==> src/rtl/core/hcg_pkg.sv <==
`default_nettype none

package hcg_pkg;

    localparam int MAX_CLUSTER_HITS = 9;
    localparam int COORD_BITS       = 8;
    localparam int TIME_BITS        = 40;
    localparam int ENERGY_BITS      = 16;
    localparam int WINDOW_BITS      = 16;
    localparam int SUM_BITS         = 32;
    localparam int COUNT_BITS       = 4;
    localparam int GRADE_BITS       = 3;

    localparam logic [GRADE_BITS-1:0]  GRADE_OUTLIER = 3'd7;
    localparam logic [WINDOW_BITS-1:0] WINDOW_RESET  = 16'd5;
    localparam logic [COUNT_BITS-1:0]  COUNT_LIMIT   = 4'd10;
    localparam logic [COUNT_BITS-1:0]  SLOT_LIMIT    = 4'd9;

    typedef struct packed {
        logic [COORD_BITS-1:0]  hit_x;
        logic [COORD_BITS-1:0]  hit_y;
        logic [TIME_BITS-1:0]   hit_time;
        logic [ENERGY_BITS-1:0] hit_energy;
        logic                   batch_end;
    } hit_word_t;

    typedef struct packed {
        logic [GRADE_BITS-1:0] grade;
        logic [TIME_BITS-1:0]  first_time;
        logic [TIME_BITS-1:0]  final_time;
        logic [SUM_BITS-1:0]   energy_total;
        logic                  run_last;
    } result_word_t;

    typedef enum logic [2:0] {
        ST_IDLE,
        ST_DECIDE,
        ST_WALK,
        ST_LOAD,
        ST_START
    } state_t;

    // controller -> datapath
    typedef struct packed {
        logic capture;
        logic join_hit;
        logic start_cluster;
        logic walk_start;
        logic walk_step;
        logic load_result;
        logic run_last;
        logic close;
    } dp_cmd_t;

    // datapath -> controller
    typedef struct packed {
        logic joins;
        logic open;
        logic flush;
        logic walk_done;
        logic out_free;
    } dp_status_t;

endpackage

`default_nettype wire

==> src/rtl/core/hcg_ctrl.sv <==
`default_nettype none

module hcg_ctrl (
    input  wire                 clk,
    input  wire                 rst_n,
    input  wire                 hit_valid,
    output logic                hit_ready,
    input  hcg_pkg::dp_status_t status,
    output hcg_pkg::dp_cmd_t    cmd
);

    hcg_pkg::state_t state_reg, state_next;
    logic start_after_reg, start_after_next;  // open a new cluster after this result
    logic last_reg, last_next;                // run_last of the pending result

    always_ff @(posedge clk or negedge rst_n)
    begin
        if (!rst_n)
        begin
            state_reg       <= hcg_pkg::ST_IDLE;
            start_after_reg <= 1'b0;
            last_reg        <= 1'b0;
        end
        else
        begin
            state_reg       <= state_next;
            start_after_reg <= start_after_next;
            last_reg        <= last_next;
        end
    end

    always_comb
    begin
        state_next       = state_reg;
        start_after_next = start_after_reg;
        last_next        = last_reg;
        cmd              = '0;
        hit_ready        = 1'b0;
        case (state_reg)
            hcg_pkg::ST_IDLE:
            begin
                hit_ready = 1'b1;
                if (hit_valid)
                begin
                    cmd.capture = 1'b1;
                    state_next  = hcg_pkg::ST_DECIDE;
                end
            end
            hcg_pkg::ST_DECIDE:
            begin
                if (status.joins)
                begin
                    cmd.join_hit = 1'b1;
                    if (status.flush)
                    begin
                        cmd.walk_start   = 1'b1;
                        last_next        = 1'b1;
                        start_after_next = 1'b0;
                        state_next       = hcg_pkg::ST_WALK;
                    end
                    else
                    begin
                        state_next = hcg_pkg::ST_IDLE;
                    end
                end
                else if (status.open)
                begin
                    // grade the old cluster first
                    cmd.walk_start   = 1'b1;
                    last_next        = !status.flush;
                    start_after_next = 1'b1;
                    state_next       = hcg_pkg::ST_WALK;
                end
                else
                begin
                    state_next = hcg_pkg::ST_START;
                end
            end
            hcg_pkg::ST_WALK:
            begin
                if (status.walk_done)
                begin
                    state_next = hcg_pkg::ST_LOAD;
                end
                else
                begin
                    cmd.walk_step = 1'b1;
                end
            end
            hcg_pkg::ST_LOAD:
            begin
                if (status.out_free)
                begin
                    cmd.load_result = 1'b1;
                    cmd.run_last    = last_reg;
                    if (start_after_reg)
                    begin
                        state_next = hcg_pkg::ST_START;
                    end
                    else
                    begin
                        cmd.close  = 1'b1;
                        state_next = hcg_pkg::ST_IDLE;
                    end
                end
            end
            hcg_pkg::ST_START:
            begin
                cmd.start_cluster = 1'b1;
                if (status.flush)
                begin
                    cmd.walk_start   = 1'b1;
                    last_next        = 1'b1;
                    start_after_next = 1'b0;
                    state_next       = hcg_pkg::ST_WALK;
                end
                else
                begin
                    state_next = hcg_pkg::ST_IDLE;
                end
            end
            default:
            begin
                state_next = hcg_pkg::ST_IDLE;
            end
        endcase
    end

endmodule

`default_nettype wire

==> src/rtl/core/hcg_datapath.sv <==
`default_nettype none

module hcg_datapath (
    input  wire                   clk,
    input  wire                   rst_n,
    input  hcg_pkg::dp_cmd_t      cmd,
    output hcg_pkg::dp_status_t   status,
    input  hcg_pkg::hit_word_t    hit_word,
    input  wire                   cfg_we,
    input  wire [15:0]            cfg_wdata,
    output logic                  result_valid,
    input  wire                   result_ready,
    output hcg_pkg::result_word_t result_word
);

    localparam int CB = hcg_pkg::COORD_BITS;
    localparam int TB = hcg_pkg::TIME_BITS;
    localparam int EB = hcg_pkg::ENERGY_BITS;
    localparam int SB = hcg_pkg::SUM_BITS;
    localparam int NB = hcg_pkg::COUNT_BITS;
    localparam int NH = hcg_pkg::MAX_CLUSTER_HITS;

    // 3x3 weight grid, row by dy, column by dx (index 0 is offset -1)
    function automatic logic [7:0] weight_of(input logic [1:0] dyi, input logic [1:0] dxi);
        logic [7:0] w;
        case ({dyi, dxi})
            4'b0000: w = 8'd32;
            4'b0001: w = 8'd64;
            4'b0010: w = 8'd128;
            4'b0100: w = 8'd8;
            4'b0101: w = 8'd0;
            4'b0110: w = 8'd16;
            4'b1000: w = 8'd1;
            4'b1001: w = 8'd2;
            4'b1010: w = 8'd4;
            default: w = 8'd0;
        endcase
        return w;
    endfunction

    function automatic logic [2:0] grade_of(input logic [7:0] s);
        logic [2:0] g;
        case (s)
            8'd0: g = 3'd0;
            8'd1, 8'd4, 8'd32, 8'd128, 8'd5, 8'd33, 8'd132, 8'd160,
            8'd36, 8'd129, 8'd37, 8'd133, 8'd161, 8'd164, 8'd165:
                g = 3'd1;
            8'd64, 8'd65, 8'd68, 8'd69, 8'd2, 8'd34, 8'd130, 8'd162:
                g = 3'd2;
            8'd8, 8'd12, 8'd136, 8'd140:
                g = 3'd3;
            8'd16, 8'd17, 8'd48, 8'd49:
                g = 3'd4;
            8'd3, 8'd6, 8'd9, 8'd20, 8'd40, 8'd96, 8'd144, 8'd192,
            8'd13, 8'd21, 8'd35, 8'd38, 8'd44, 8'd52, 8'd97, 8'd100,
            8'd131, 8'd134, 8'd137, 8'd145, 8'd168, 8'd176, 8'd193,
            8'd196, 8'd53, 8'd101, 8'd141, 8'd163, 8'd166, 8'd172,
            8'd177, 8'd197:
                g = 3'd5;
            8'd72, 8'd76, 8'd104, 8'd108, 8'd10, 8'd11, 8'd138, 8'd139,
            8'd18, 8'd22, 8'd50, 8'd54, 8'd80, 8'd81, 8'd208, 8'd209:
                g = 3'd6;
            default: g = hcg_pkg::GRADE_OUTLIER;
        endcase
        return g;
    endfunction

    logic [15:0]    window_reg;
    hcg_pkg::hit_word_t hit_reg;

    logic           open_reg;
    logic [TB-1:0]  start_reg;
    logic [TB-1:0]  last_reg;
    logic [SB-1:0]  esum_reg;
    logic [EB-1:0]  peak_e_reg;
    logic [CB-1:0]  peak_x_reg;
    logic [CB-1:0]  peak_y_reg;
    logic [NB-1:0]  count_reg;
    logic [CB-1:0]  coord_x_reg [NH];
    logic [CB-1:0]  coord_y_reg [NH];

    logic [NB-1:0]  idx_reg;
    logic [7:0]     wsum_reg;
    logic           bad_reg;

    logic                  rvalid_reg;
    hcg_pkg::result_word_t rword_reg;

    // join test: borrow of one subtract gives t < last
    logic [TB:0]    tdiff;
    logic           joins;
    logic [SB:0]    esum_wide;
    logic [SB-1:0]  esum_sat;
    logic           peak_wins;

    logic [CB:0]    dx;
    logic [CB:0]    dy;
    logic [1:0]     dxi;
    logic [1:0]     dyi;
    logic           near;
    logic           over;

    assign tdiff     = {1'b0, hit_reg.hit_time} - {1'b0, last_reg};
    assign joins     = open_reg && (tdiff[TB] ||
                       (tdiff[TB-1:0] < {{(TB-16){1'b0}}, window_reg}));
    assign esum_wide = {1'b0, esum_reg} + {{(SB+1-EB){1'b0}}, hit_reg.hit_energy};
    assign esum_sat  = esum_wide[SB] ? {SB{1'b1}} : esum_wide[SB-1:0];
    assign peak_wins = hit_reg.hit_energy > peak_e_reg;

    assign over = count_reg > hcg_pkg::SLOT_LIMIT;
    assign dx   = {1'b0, coord_x_reg[idx_reg]} - {1'b0, peak_x_reg};
    assign dy   = {1'b0, coord_y_reg[idx_reg]} - {1'b0, peak_y_reg};

    always_comb
    begin
        near = 1'b1;
        dxi  = 2'd1;
        dyi  = 2'd1;
        if (dx == '0)
            dxi = 2'd1;
        else if (dx == {{CB{1'b0}}, 1'b1})
            dxi = 2'd2;
        else if (dx == '1)
            dxi = 2'd0;
        else
            near = 1'b0;
        if (dy == '0)
            dyi = 2'd1;
        else if (dy == {{CB{1'b0}}, 1'b1})
            dyi = 2'd2;
        else if (dy == '1)
            dyi = 2'd0;
        else
            near = 1'b0;
    end

    always_ff @(posedge clk or negedge rst_n)
    begin
        if (!rst_n)
        begin
            window_reg <= hcg_pkg::WINDOW_RESET;
            open_reg   <= 1'b0;
            count_reg  <= '0;
            rvalid_reg <= 1'b0;
        end
        else
        begin
            if (cfg_we)
                window_reg <= cfg_wdata;
            if (cmd.start_cluster)
            begin
                open_reg  <= 1'b1;
                count_reg <= {{(NB-1){1'b0}}, 1'b1};
            end
            else if (cmd.join_hit && count_reg < hcg_pkg::COUNT_LIMIT)
            begin
                count_reg <= count_reg + 1'b1;
            end
            if (cmd.close)
                open_reg <= 1'b0;
            if (cmd.load_result)
                rvalid_reg <= 1'b1;
            else if (result_ready)
                rvalid_reg <= 1'b0;
        end
    end

    always_ff @(posedge clk)
    begin
        if (cmd.capture)
            hit_reg <= hit_word;
        if (cmd.start_cluster)
        begin
            start_reg      <= hit_reg.hit_time;
            last_reg       <= hit_reg.hit_time;
            esum_reg       <= {{(SB-EB){1'b0}}, hit_reg.hit_energy};
            peak_e_reg     <= hit_reg.hit_energy;
            peak_x_reg     <= hit_reg.hit_x;
            peak_y_reg     <= hit_reg.hit_y;
            coord_x_reg[0] <= hit_reg.hit_x;
            coord_y_reg[0] <= hit_reg.hit_y;
        end
        else if (cmd.join_hit)
        begin
            last_reg <= hit_reg.hit_time;
            esum_reg <= esum_sat;
            if (peak_wins)
                peak_e_reg <= hit_reg.hit_energy;
            if (count_reg < hcg_pkg::SLOT_LIMIT)
            begin
                coord_x_reg[count_reg] <= hit_reg.hit_x;
                coord_y_reg[count_reg] <= hit_reg.hit_y;
                if (peak_wins)
                begin
                    peak_x_reg <= hit_reg.hit_x;
                    peak_y_reg <= hit_reg.hit_y;
                end
            end
        end
        if (cmd.walk_start)
        begin
            idx_reg  <= '0;
            wsum_reg <= '0;
            bad_reg  <= 1'b0;
        end
        else if (cmd.walk_step)
        begin
            idx_reg  <= idx_reg + 1'b1;
            wsum_reg <= wsum_reg + weight_of(dyi, dxi);
            if (!near)
                bad_reg <= 1'b1;
        end
        if (cmd.load_result)
        begin
            rword_reg.grade        <= (over || bad_reg) ? hcg_pkg::GRADE_OUTLIER
                                                        : grade_of(wsum_reg);
            rword_reg.first_time   <= start_reg;
            rword_reg.final_time   <= last_reg;
            rword_reg.energy_total <= esum_reg;
            rword_reg.run_last     <= cmd.run_last;
        end
    end

    assign status.joins     = joins;
    assign status.open      = open_reg;
    assign status.flush     = hit_reg.batch_end;
    assign status.walk_done = over || bad_reg || (idx_reg == count_reg);
    assign status.out_free  = !rvalid_reg || result_ready;

    assign result_valid = rvalid_reg;
    assign result_word  = rword_reg;

endmodule

`default_nettype wire

==> src/rtl/core/hit_cluster_grader.sv <==
// hit_cluster_grader: groups time-sorted detector hits into clusters and
// grades each closed cluster by its 3x3 pattern around the peak hit.
// Hit channel: hit_valid/hit_ready carry one hit_word (x, y, time, energy,
// batch_end). Result channel: result_valid/result_ready carry one
// result_word (grade, first/final time, energy total, run_last).
// cfg_we/cfg_wdata write cluster_window; write only while idle.
// A hit that joins the open cluster without a flush passes through decide
// only; one that opens a cluster with nothing to close passes through
// decide and start. Grading a cluster of up to 9 stored hits walks the
// stored hits against the peak, one hit per cycle, then loads the result
// into the output register; the walk stops early once the cluster is known
// to be an outlier. A closing hit grades the old cluster, then starts its
// own; with a flush it then grades its own cluster as well.
// At most two result words per hit, the last one flagged by run_last.
// Reset clears the open flag, hit count, output valid and sets the window
// to 5. The result sits in an output register: the next hit may be taken
// while it waits, but a further result stalls the block until the
// receiver takes the pending word.
`default_nettype none

module hit_cluster_grader (
    input  wire                   clk,
    input  wire                   rst_n,
    input  wire                   hit_valid,
    output logic                  hit_ready,
    input  hcg_pkg::hit_word_t    hit_word,
    output logic                  result_valid,
    input  wire                   result_ready,
    output hcg_pkg::result_word_t result_word,
    input  wire                   cfg_we,
    input  wire [15:0]            cfg_wdata
);

    hcg_pkg::dp_cmd_t    cmd;
    hcg_pkg::dp_status_t status;

    // sequencer: decide, walk, load, start
    hcg_ctrl u_ctrl (
        .clk       (clk),
        .rst_n     (rst_n),
        .hit_valid (hit_valid),
        .hit_ready (hit_ready),
        .status    (status),
        .cmd       (cmd)
    );

    // cluster state, grading walk and output register
    hcg_datapath u_dp (
        .clk          (clk),
        .rst_n        (rst_n),
        .cmd          (cmd),
        .status       (status),
        .hit_word     (hit_word),
        .cfg_we       (cfg_we),
        .cfg_wdata    (cfg_wdata),
        .result_valid (result_valid),
        .result_ready (result_ready),
        .result_word  (result_word)
    );

endmodule

`default_nettype wire

==> config.mk <==
export PLATFORM = sky130hd
export DESIGN_NAME = hit_cluster_grader
export DESIGN_NICKNAME = d
export VERILOG_FILES = /design/src/rtl/core/hcg_pkg.sv /design/src/rtl/core/hcg_ctrl.sv /design/src/rtl/core/hcg_datapath.sv /design/src/rtl/core/hit_cluster_grader.sv
export SDC_FILE = /design/constraint.sdc
export NUM_CORES = 1
export LEC_CHECK = 0
export BUFFER_PORTS_ARGS = -buffer_cell sky130_fd_sc_hd__buf_2
export CAP_MARGIN = 10
export CORE_ASPECT_RATIO = 1.25
export CORE_UTILIZATION = 49
export DETAILED_ROUTE_END_ITERATION = 7
export PLACE_DENSITY = 0.68
export SYNTH_ARGS = -nofsm -noshare
export SYNTH_HDL_FRONTEND = slang
export SYNTH_SLANG_ARGS = --single-unit
==> constraint.sdc <==
create_clock -name clk -period 18.7 [get_ports clk]
set_clock_uncertainty 0.05 [all_clocks]
set_input_delay 3.74 -clock clk [delete_from_list [all_inputs] [get_ports clk]]
set_output_delay 3.74 -clock clk [all_outputs]
set_load 0.005 [all_outputs]
Word level (Yosys, flattened, before mapping)
Memory sizes are Yosys's and may differ from the RTL's. A register that Yosys moved wholly into a read port is not among the register bits.
Cells that the tools add are included.
{"block": "totals", "ff_bits": 370, "latch_bits": 0, "ram_bits": 144, "mem_bits_ro": 896, "output_inout_bits": 118, "word_cells": 165, "n_memories": 4}
{"block": "op_classes", "addsub": 7, "mul": 0, "n_div": 0, "n_lt_le_gt_ge": 5, "eq_ne": 13, "n_shift": 0, "mux": 83, "n_bitwise": 1, "reduce_logical": 26}
{"memory": "(name not given)", "words": 256, "word_bits": 3, "read_ports": 1, "rd_clocked_by_memory_dff": 1, "wr": 0, "line_no": "hcg_datapath.sv:43", "text": "case (s)"}
{"memory": "(name not given)", "words": 16, "word_bits": 8, "read_ports": 1, "rd_clocked_by_memory_dff": 0, "wr": 0, "line_no": "hcg_datapath.sv:26", "text": "case ({dyi, dxi})"}
{"memory": "u_dp.coord_x_reg", "words": 9, "word_bits": 8, "read_ports": 1, "rd_clocked_by_memory_dff": 1, "wr": 1, "line_no": "hcg_datapath.sv:79", "text": "logic [CB-1:0] coord_x_reg [NH];"}
{"memory": "u_dp.coord_y_reg", "words": 9, "word_bits": 8, "read_ports": 1, "rd_clocked_by_memory_dff": 1, "wr": 1, "line_no": "hcg_datapath.sv:80", "text": "logic [CB-1:0] coord_y_reg [NH];"}
{"cell": "$mux 8", "n": 12}
{"cell": "$mux 16", "n": 5}
{"cell": "$mux 40", "n": 2}
{"cell": "$sub 40x40->41", "n": 1}
{"cell": "$lt 40x16->1", "n": 1}
{"cell": "$mux 1", "n": 38}
{"cell": "$add 32x16->33", "n": 1}
{"cell": "$mux 32", "n": 1}
{"cell": "$mux 4", "n": 8}
{"cell": "$mux 3", "n": 8}
{"cell": "$eq 9x1->1 const B", "n": 2}
{"cell": "$eq 9x9->1 const B", "n": 2}
{"cell": "$logic_not 9->1", "n": 2}
{"cell": "$sub 8x8->9", "n": 2}
{"cell": "$gt 16x16->1", "n": 1}
{"cell": "$reduce_or 8->1", "n": 2}
{"cell": "$pmux 3 s5", "n": 1}
{"cell": "$reduce_bool 2->1", "n": 7}
{"cell": "$mux 2", "n": 5}
{"cell": "$add 4x1->4 const B", "n": 2}
{"cell": "$add 8x8->8", "n": 1}
{"cell": "$lt 4x4->1 const B", "n": 2}
{"cell": "$reduce_and 2->1", "n": 4}
{"cell": "$eq 3x2->1 const B", "n": 2}
{"cell": "other kinds (13)", "n": 23}

Depth between registers and ports, before layout
Gate-level depths: netlist (run 1).
{"block": "depth", "word_depth": 11, "mapped_depth": 29, "mapped_depth_nobuf": 27}

Cells and area by module
From an unflattened synthesis (run 1), not the netlist that was laid out.
{"block": "hier_totals", "hier_cells": 1680, "area_unflattened_um2": 23132.2}
{"mod": "hcg_datapath", "instances": 1, "cells_each": 1631, "area_each_um2": 22711.8, "seq_area_each_um2": 15056.9}
{"mod": "hcg_ctrl", "instances": 1, "cells_each": 49, "area_each_um2": 420.4, "seq_area_each_um2": 125.1}

Least setup slack after synthesis (run 1)
No wires, ideal clock.
{"block": "synth_path", "path_type": "input to register", "startpoint": "input port result_ready", "endpoint": "register u_dp.rword_reg (netlist bit u_dp.result_word[0]) (enable)", "setup_ns": 0.491, "arrival_ns": 6.647, "t_required_ns": 18.159, "path_slack_ns": 11.512, "stages": 2, "n_path_buf": 0, "cell_sequence": "nand2b_1 -> and3_1"}
{"item": "start: declaration", "line_no": "hit_cluster_grader.sv:28", "text": "input wire result_ready,"}
{"item": "end: declaration", "line_no": "hcg_datapath.sv:87", "text": "hcg_pkg::result_word_t rword_reg;"}

==> metrics, run 1 <==
met1 usage=between 20% and 30%; gr usage total=21.62%; CTS Buffer Depth=3; worst setup path class=flop to flop; Max Cap Viol=0; Final setup viols=0; Overflow after GRT=0; GP Congestion=0.8959; drt drc=0; I/O pin total=212; most frequent cell after synthesis=edfxtp_1; R2R cell count=27; setup_tns=0 ns; DR pass1 iterations=5; Iter 0 DRT Violations=878; htree depth=2; Max FO, Critical Path=32; Die Area=48270 um2; Mapped Avg Cell Area=~14 um2; RSZ-0062 raised after global routing=false; Reg-to-Reg End=u_dp.wsum_reg[7]; final max-slew violation count=0; Vias=around 14k; Netlist Area Pre-Place=23220 um2; relative slew slack=between 30% and 40%; EDFF count, synth=461; NumNets Final=2145; power after layout=~4.2 mW; Syn. warnings=0; number of flip-flops in the largest register=116; busiest grt layer=met2; HP Class=flop to flop; CTS root buffer=clkbuf_16; Post-CTS Setup Repair Bufs=0; TritonCTS clock tree=done; Routed WL per cell=between 20 and 25 um; worst hold path endpoint=u_dp.result_word[88]; hold path depth=0; fillers=approximately 3.8k; crit path time final=6.319 ns; Max VDD drop=97.29 uV; dpl cell area=25060 um2; first-pass GRT wire length=79540 um; asr flop ratio synth=5.182%; P_leak=10.08 nW; prevailing post-synth register cell=edfxtp_1; CTS buffer count=51; initial antenna violation count=1; insertion delay to the later sink of the worst-skew pair=approximately 0.61 ns; Reg clk slew, reported paths=0.06 ns; Final Hold Viols=0; Synth top area share=59.62%; Placeable Area=46460 um2; Cell variety after synth=86; routed vias/inst=roughly 5.5; cts repair resizes=0; ranking of synthesized cells by area=edfxtp_1, ha_1, mux4_2; GR Layer Usage met3=3.401%; Syn Nets=1910; final instance area=26750 um2; reg-to-reg slack, setup=approximately 12 ns; Initial Utilization=49.97%; CP Data Arrival Time=approximately 6.8 ns; IO buf count=211; Critical Path Source Type=flop; CP Capture Type=flop; hold_buf cts=0; placed cells=2509; top post-synthesis cells by count=edfxtp_1, inv_1, a21oi_1; Critical Path RT=19.17 ns; die width=196.7 um; post-route insts no fill=between 2k and 3k; final wirelength=52110 um; maximum number of pins on one net before global-route repair=72; Routed Antenna Nets=0; cell count after synthesis=approximately 1.7k; Detailed Place HPWL=36170 um; met2 usage=38.70%; post-synthesis register bit count=521; Power Density=155.8 nW/um2; layout cells sized above 1=between 10% and 20%; CTS sink cnt=between 500 and 600; slew of the pin with the lowest slew margin=1.050 ns; Chip Height=245.4 um; sequential area share after synthesis=65.39%; period utilisation layout=33.79%; FP Rows=88; Hold Startpoint=u_dp.start_reg[15]; status=finished, final reports clean; vias in the first global route=roughly 15k; post-synth top area cell=edfxtp_1; area grow syn2layout=15.21%; Max Clock Freq=about 160 MHz
[worst max-delay path by stage]
stage                      start                   to  depth (start not counted)
finish                      flop     u_dp.wsum_reg[7]                         27
detailed placement          flop     u_dp.wsum_reg[7]                         27
floorplan           result_ready  u_dp.result_word[0]                          2
global route                flop     u_dp.wsum_reg[7]                         27
global placement            flop     u_dp.wsum_reg[7]                         27
CTS                         flop     u_dp.wsum_reg[7]                         27
[per-stage QoR]
step | worst slack (ns) | util, % | hold slack (ns)
5_1_grt | 11.92 | 57.57 | 0.3715
3_5_place_dp | 12.42 | 53.93 | 0.3552
3_3_place_gp | 12.52 | 53.93 | 0.3515
4_1_cts | 12.40 | 57.57 | 0.3679
6_report | 12.38 | 57.57 | 0.3654
2_1_floorplan | 11.51 | - | 0.3503
[layer usage]
| metal | wire [um] | vias up |
|---|---|---|
| li1 | - | 6845 |
| met1 | 21170 | 7104 |
| met5 | 0 | - |
| met3 | 2294 | 92 |
| met4 | 1568 | 0 |
| met2 | 27070 | 370 |
[power by group]
part           internal, mW  leakage, nW  total (mW)  switching (mW)
logic                 0.548         4.45        1.42           0.870
clock network         0.595        0.829        1.03           0.436
registers              1.59         4.81        1.72           0.132
[area by class of cell]
class | instances | area [um2] | share of cell area (%)
flip-flops and latches | 521 | 15180 | 56.76
multi-input cells | 993 | 7381 | 27.59
inverters | 135 | 506.7 | 1.894
well taps | 630 | 788.3 | 2.947
clock buffers | 67 | 1429 | 5.341
repair buffers | 230 | 1199 | 4.481
clock inverters | 28 | 261.5 | 0.9775
diodes | 1 | 2.502 | 0.009355
[cells in the final DEF, fill, tap and decap left out, types with 6 or more instances in the layout]
master / n
edfxtp_1: 461
buf_2: 211
inv_1: 133
a21oi_1: 117
ha_1: 114
nand2_1: 113
nor2_1: 104
o21ai_0: 73
clkbuf_16: 53
nor3_1: 33
mux4_2: 32
dfxtp_1: 32
xnor2_1: 30
nand4_1: 28
a21o_1: 25
dfrtp_1: 25
xor2_1: 23
o21a_1: 21
nand3_1: 21
mux2i_1: 20
buf_4: 19
nand2b_1: 18
nor2b_1: 12
or3_1: 12
o211ai_1: 11
o21ai_1: 10
o21bai_1: 9
clkinv_1: 9
and2_1: 9
o31ai_1: 9
clkinv_2: 9
clkbuf_1: 9
a211oi_1: 8
o22a_1: 8
a31oi_1: 7
nor4_2: 6
[worst max-delay path, cell delays in order, from the launching register on]
cell and delay, ns:
dfxtp_2 0.31, buf_4 0.51, mux4_2 0.57, mux2i_1 0.16, o21a_1 0.18, inv_1 0.05
ha_1 0.25, nor2b_1 0.13, o21ai_0 0.20, a21oi_1 0.12, o21ai_0 0.16, nand2b_1 0.10
a21o_1 0.18, a21oi_1 0.19, xnor2_1 0.11, or4_1 0.55, or2_2 0.33, nor2_1 0.23
ha_1 0.28, a21o_1 0.15, a21o_1 0.19, a21o_1 0.17, a21oi_1 0.23, o21bai_1 0.10
a21oi_1 0.19, xor2_1 0.09, or3_1 0.31, a21oi_1 0.14
[cell families (layout without fill, tap and decap cells)]
| logic type | count (synthesis) | count (layout) | share of synthesized area, % |
|---|---|---|---|
| buffers and inverters | 183 | 460 | 3.077 |
| adder cells (fa/ha/maj) | 119 | 119 | 6.574 |
| XOR/XNOR | 53 | 53 | 1.999 |
| AO/OA/AOI/OAI | 362 | 362 | 10.23 |
| flip-flops | 521 | 521 | 65.39 |
| other | 0 | 1 | 0 |
| multiplexers | 57 | 57 | 4.209 |
| AND/OR/NAND/NOR | 402 | 402 | 8.525 |
Power figures use the tool's default switching activity.
==> run 2, diff against run 1 <==
==> constraint.sdc (replaced) <==
create_clock -name clk -period 6.25 [get_ports clk]
set_clock_uncertainty 0.05 [all_clocks]
set_input_delay 1.25 -clock clk [delete_from_list [all_inputs] [get_ports clk]]
set_output_delay 1.25 -clock clk [all_outputs]
set_load 0.005 [all_outputs]
==> run 2 against run 1 <==
Worst hold slack lost 0.0055 ns; die area unchanged; utilization increased by 0.25 points; power grew to 3.0 times the previous value; largest power group unchanged; clock power grew to 3.0 times the previous value; via count is 0.46% higher.
==> metrics, run 2 (same netlist as run 1, synthesis figures left out) <==
status=finished, final reports clean; CP max-delay cell=or4_1; initial antenna violation count=2 (+1); FP Rows=88 (unchanged); CTS Buffer Depth=3 (unchanged); Max Cap Viol=0 (unchanged); Max VDD drop=272.0 uV (+180%); Net Sw Frac=34.35% (-0.16 points); P_leak=10.14 nW (+0.58%); Critical Path Source Type=flop; Routed WL per cell=20.15 um (+0.74%); gr usage total=22.05% (+0.43 points); Initial Utilization=49.97% (unchanged); NumNets Final=2154 (+0.42%); Chip Height=245.4 um (unchanged); IO buf count=211 (unchanged); Routed Antenna Nets=0 (unchanged); Ant. Diodes=0 (-1); I/O pin total=212 (unchanged); Comb pwr share=34.1% (about the same); HP Class=flop to flop; crit path time final=5.804 ns (-0.5152 ns); Worst Setup EP=u_dp.wsum_reg[7]; TritonCTS clock tree=done; Final WS setup=0.4461 ns (-11.93 ns); DR pass1 iterations=7 (+2); dpl ws=0.2497 ns (-12.17 ns); number of flip-flops in the largest register=116 (unchanged); routed vias/inst=5.543 (+0.20%); dpl cell area=25150 um2 (+0.37%); CTS buffer count=50 (-2.0%); layout cells sized above 1=20.53% (+0.68 points); first-pass GRT wire length=81050 um (+1.9%); Max FO, Critical Path=7 (-78%); sequential share of power=41.3% (about the same); Final setup viols=0 (unchanged); Die Area=48270 um2 (unchanged); CP Capture Type=flop; period utilisation layout=92.86% (+59 points); Reg clk slew, reported paths=0.07 ns (about the same); CP Data Arrival Time=6.28 ns (-0.51 ns); htree depth=2 (unchanged); Crit path max-delay family=compound AO/OA/AOI/OAI gates; Reg-to-Reg End=u_dp.wsum_reg[7]; Iter 0 DRT Violations=921 (+4.9%); CTS root buffer=clkbuf_16; Critical path buffers and inverters=1 (-1); Vias=14.48k (+0.46%); Placeable Area=46460 um2 (unchanged); CP Depth=26 (-3.7%); setup_tns=0 ns (unchanged); GP Congestion=0.8828 (-1.5%); relative slew slack=41.57% (+12 points); area grow syn2layout=15.71%; vias in the first global route=14.79k (+1.5%); drt drc=0 (unchanged); commonest non-fill, non-tap cells in the layout=edfxtp_1, buf_2, inv_1; Hold Startpoint=u_dp.start_reg[11]; Max Clock Freq=172.3 MHz (+8.9%); worst setup path class=flop to flop; die width=196.7 um (unchanged); R2R cell count=26 (-3.7%); final core utilization=57.82% (+0.25 points); slew of the pin with the lowest slew margin=0.8690 ns (-0.1806 ns); reg-to-reg slack, setup=0.45 ns (-11.93 ns); CTS sink cnt=521 (unchanged); NetSw=4.301 mW (+200%); clock power share=24.7% (about the same); Detailed Place HPWL=37710 um (+4.3%); insertion delay to the later sink of the worst-skew pair=0.60 ns (about the same); most used cell along the critical path=a21oi_1; max incr delay on CP=0.54 ns (-0.03 ns); maximum number of pins on one net before global-route repair=49 (-32%); power after layout=12.52 mW (+200%); Final Hold Viols=0 (unchanged); Overflow after GRT=0 (unchanged); final instance area=26870 um2 (+0.43%); final max-slew violation count=0 (unchanged); internal power=8.219 mW (+200%); Critical Path RT=6.72 ns (-12.45 ns); RSZ-0062 raised after global routing=false; final wirelength=52630 um (+1.0%); leading cell type in the layout, fill and taps excluded=edfxtp_1; Power Density=466.0 nW/um2 (+200%)
-- run 2: cell count changes in the layout (fill, tap and decap cells not counted), sizes merged --
cell / before / now
clkbuf: 67 / 66
inv: 137 / 135
buf: 230 / 240
clkinv: 20 / 18
bufinv: 4 / 6
diode: 1 / 0
clkinvlp: 2 / 3
-- run 2: power groups by stage --
stage               clock network (mW)  logic (mW)  registers [mW]
finish                            3.09        4.27            5.17
global route                      3.28        4.74            5.24
CTS                               3.16        4.29            5.17
detailed placement                   0        4.26            5.24
global placement                     0        4.17            5.22
floorplan                            0        3.07            5.08
-- run 2: worst min-delay path by stage --
stage,end,cells past startpoint
after floorplan,u_dp.result_word[100],0
after global placement,u_dp.result_word[88],0
after detailed placement,u_dp.result_word[108],0
after CTS,u_dp.result_word[84],0
after global routing,u_dp.result_word[84],0
final,u_dp.result_word[84],0
-- run 2: final cells by class --
| cell class | count | area, um2 |
|---|---|---|
| Fill cell | 3801 | 19600 |
| Sequential cell | 521 | 15190 |
| Multi-Input combinational cell | 993 | 7382 |
| Clock buffer | 66 | 1373 |
| Timing Repair Buffer | 240 | 1319 |
| Tap cell | 630 | 788.3 |
| Inverter | 135 | 506.7 |
| Clock inverter | 27 | 311.5 |
-- run 2: repair_timing --
item,in CTS,in global routing
endpoints found under the setup margin,0,29
buffers inserted,0,2
hold buffers,0,0
endpoints found under the hold margin,0,0
gates resized for setup,0,5
-- run 2: metal layers --
metal | GRT usage, % | wire [um] | vias up
li1 | - | - | 6854
met1 | 25.76 | 20590 | 7095
met2 | 39.92 | 27640 | 410
met3 | 3.717 | 2573 | 119
met4 | 9.280 | 1836 | 0
met5 | 0 | 0 | -
-- run 2: through the flow --
step                      instances  hold WS (ns)
after floorplan                1697        0.3503
after global placement         2517        0.3510
after detailed placement       2517        0.3545
after CTS                      2610        0.3617
after global routing           2612        0.3701
final                          2612        0.3598
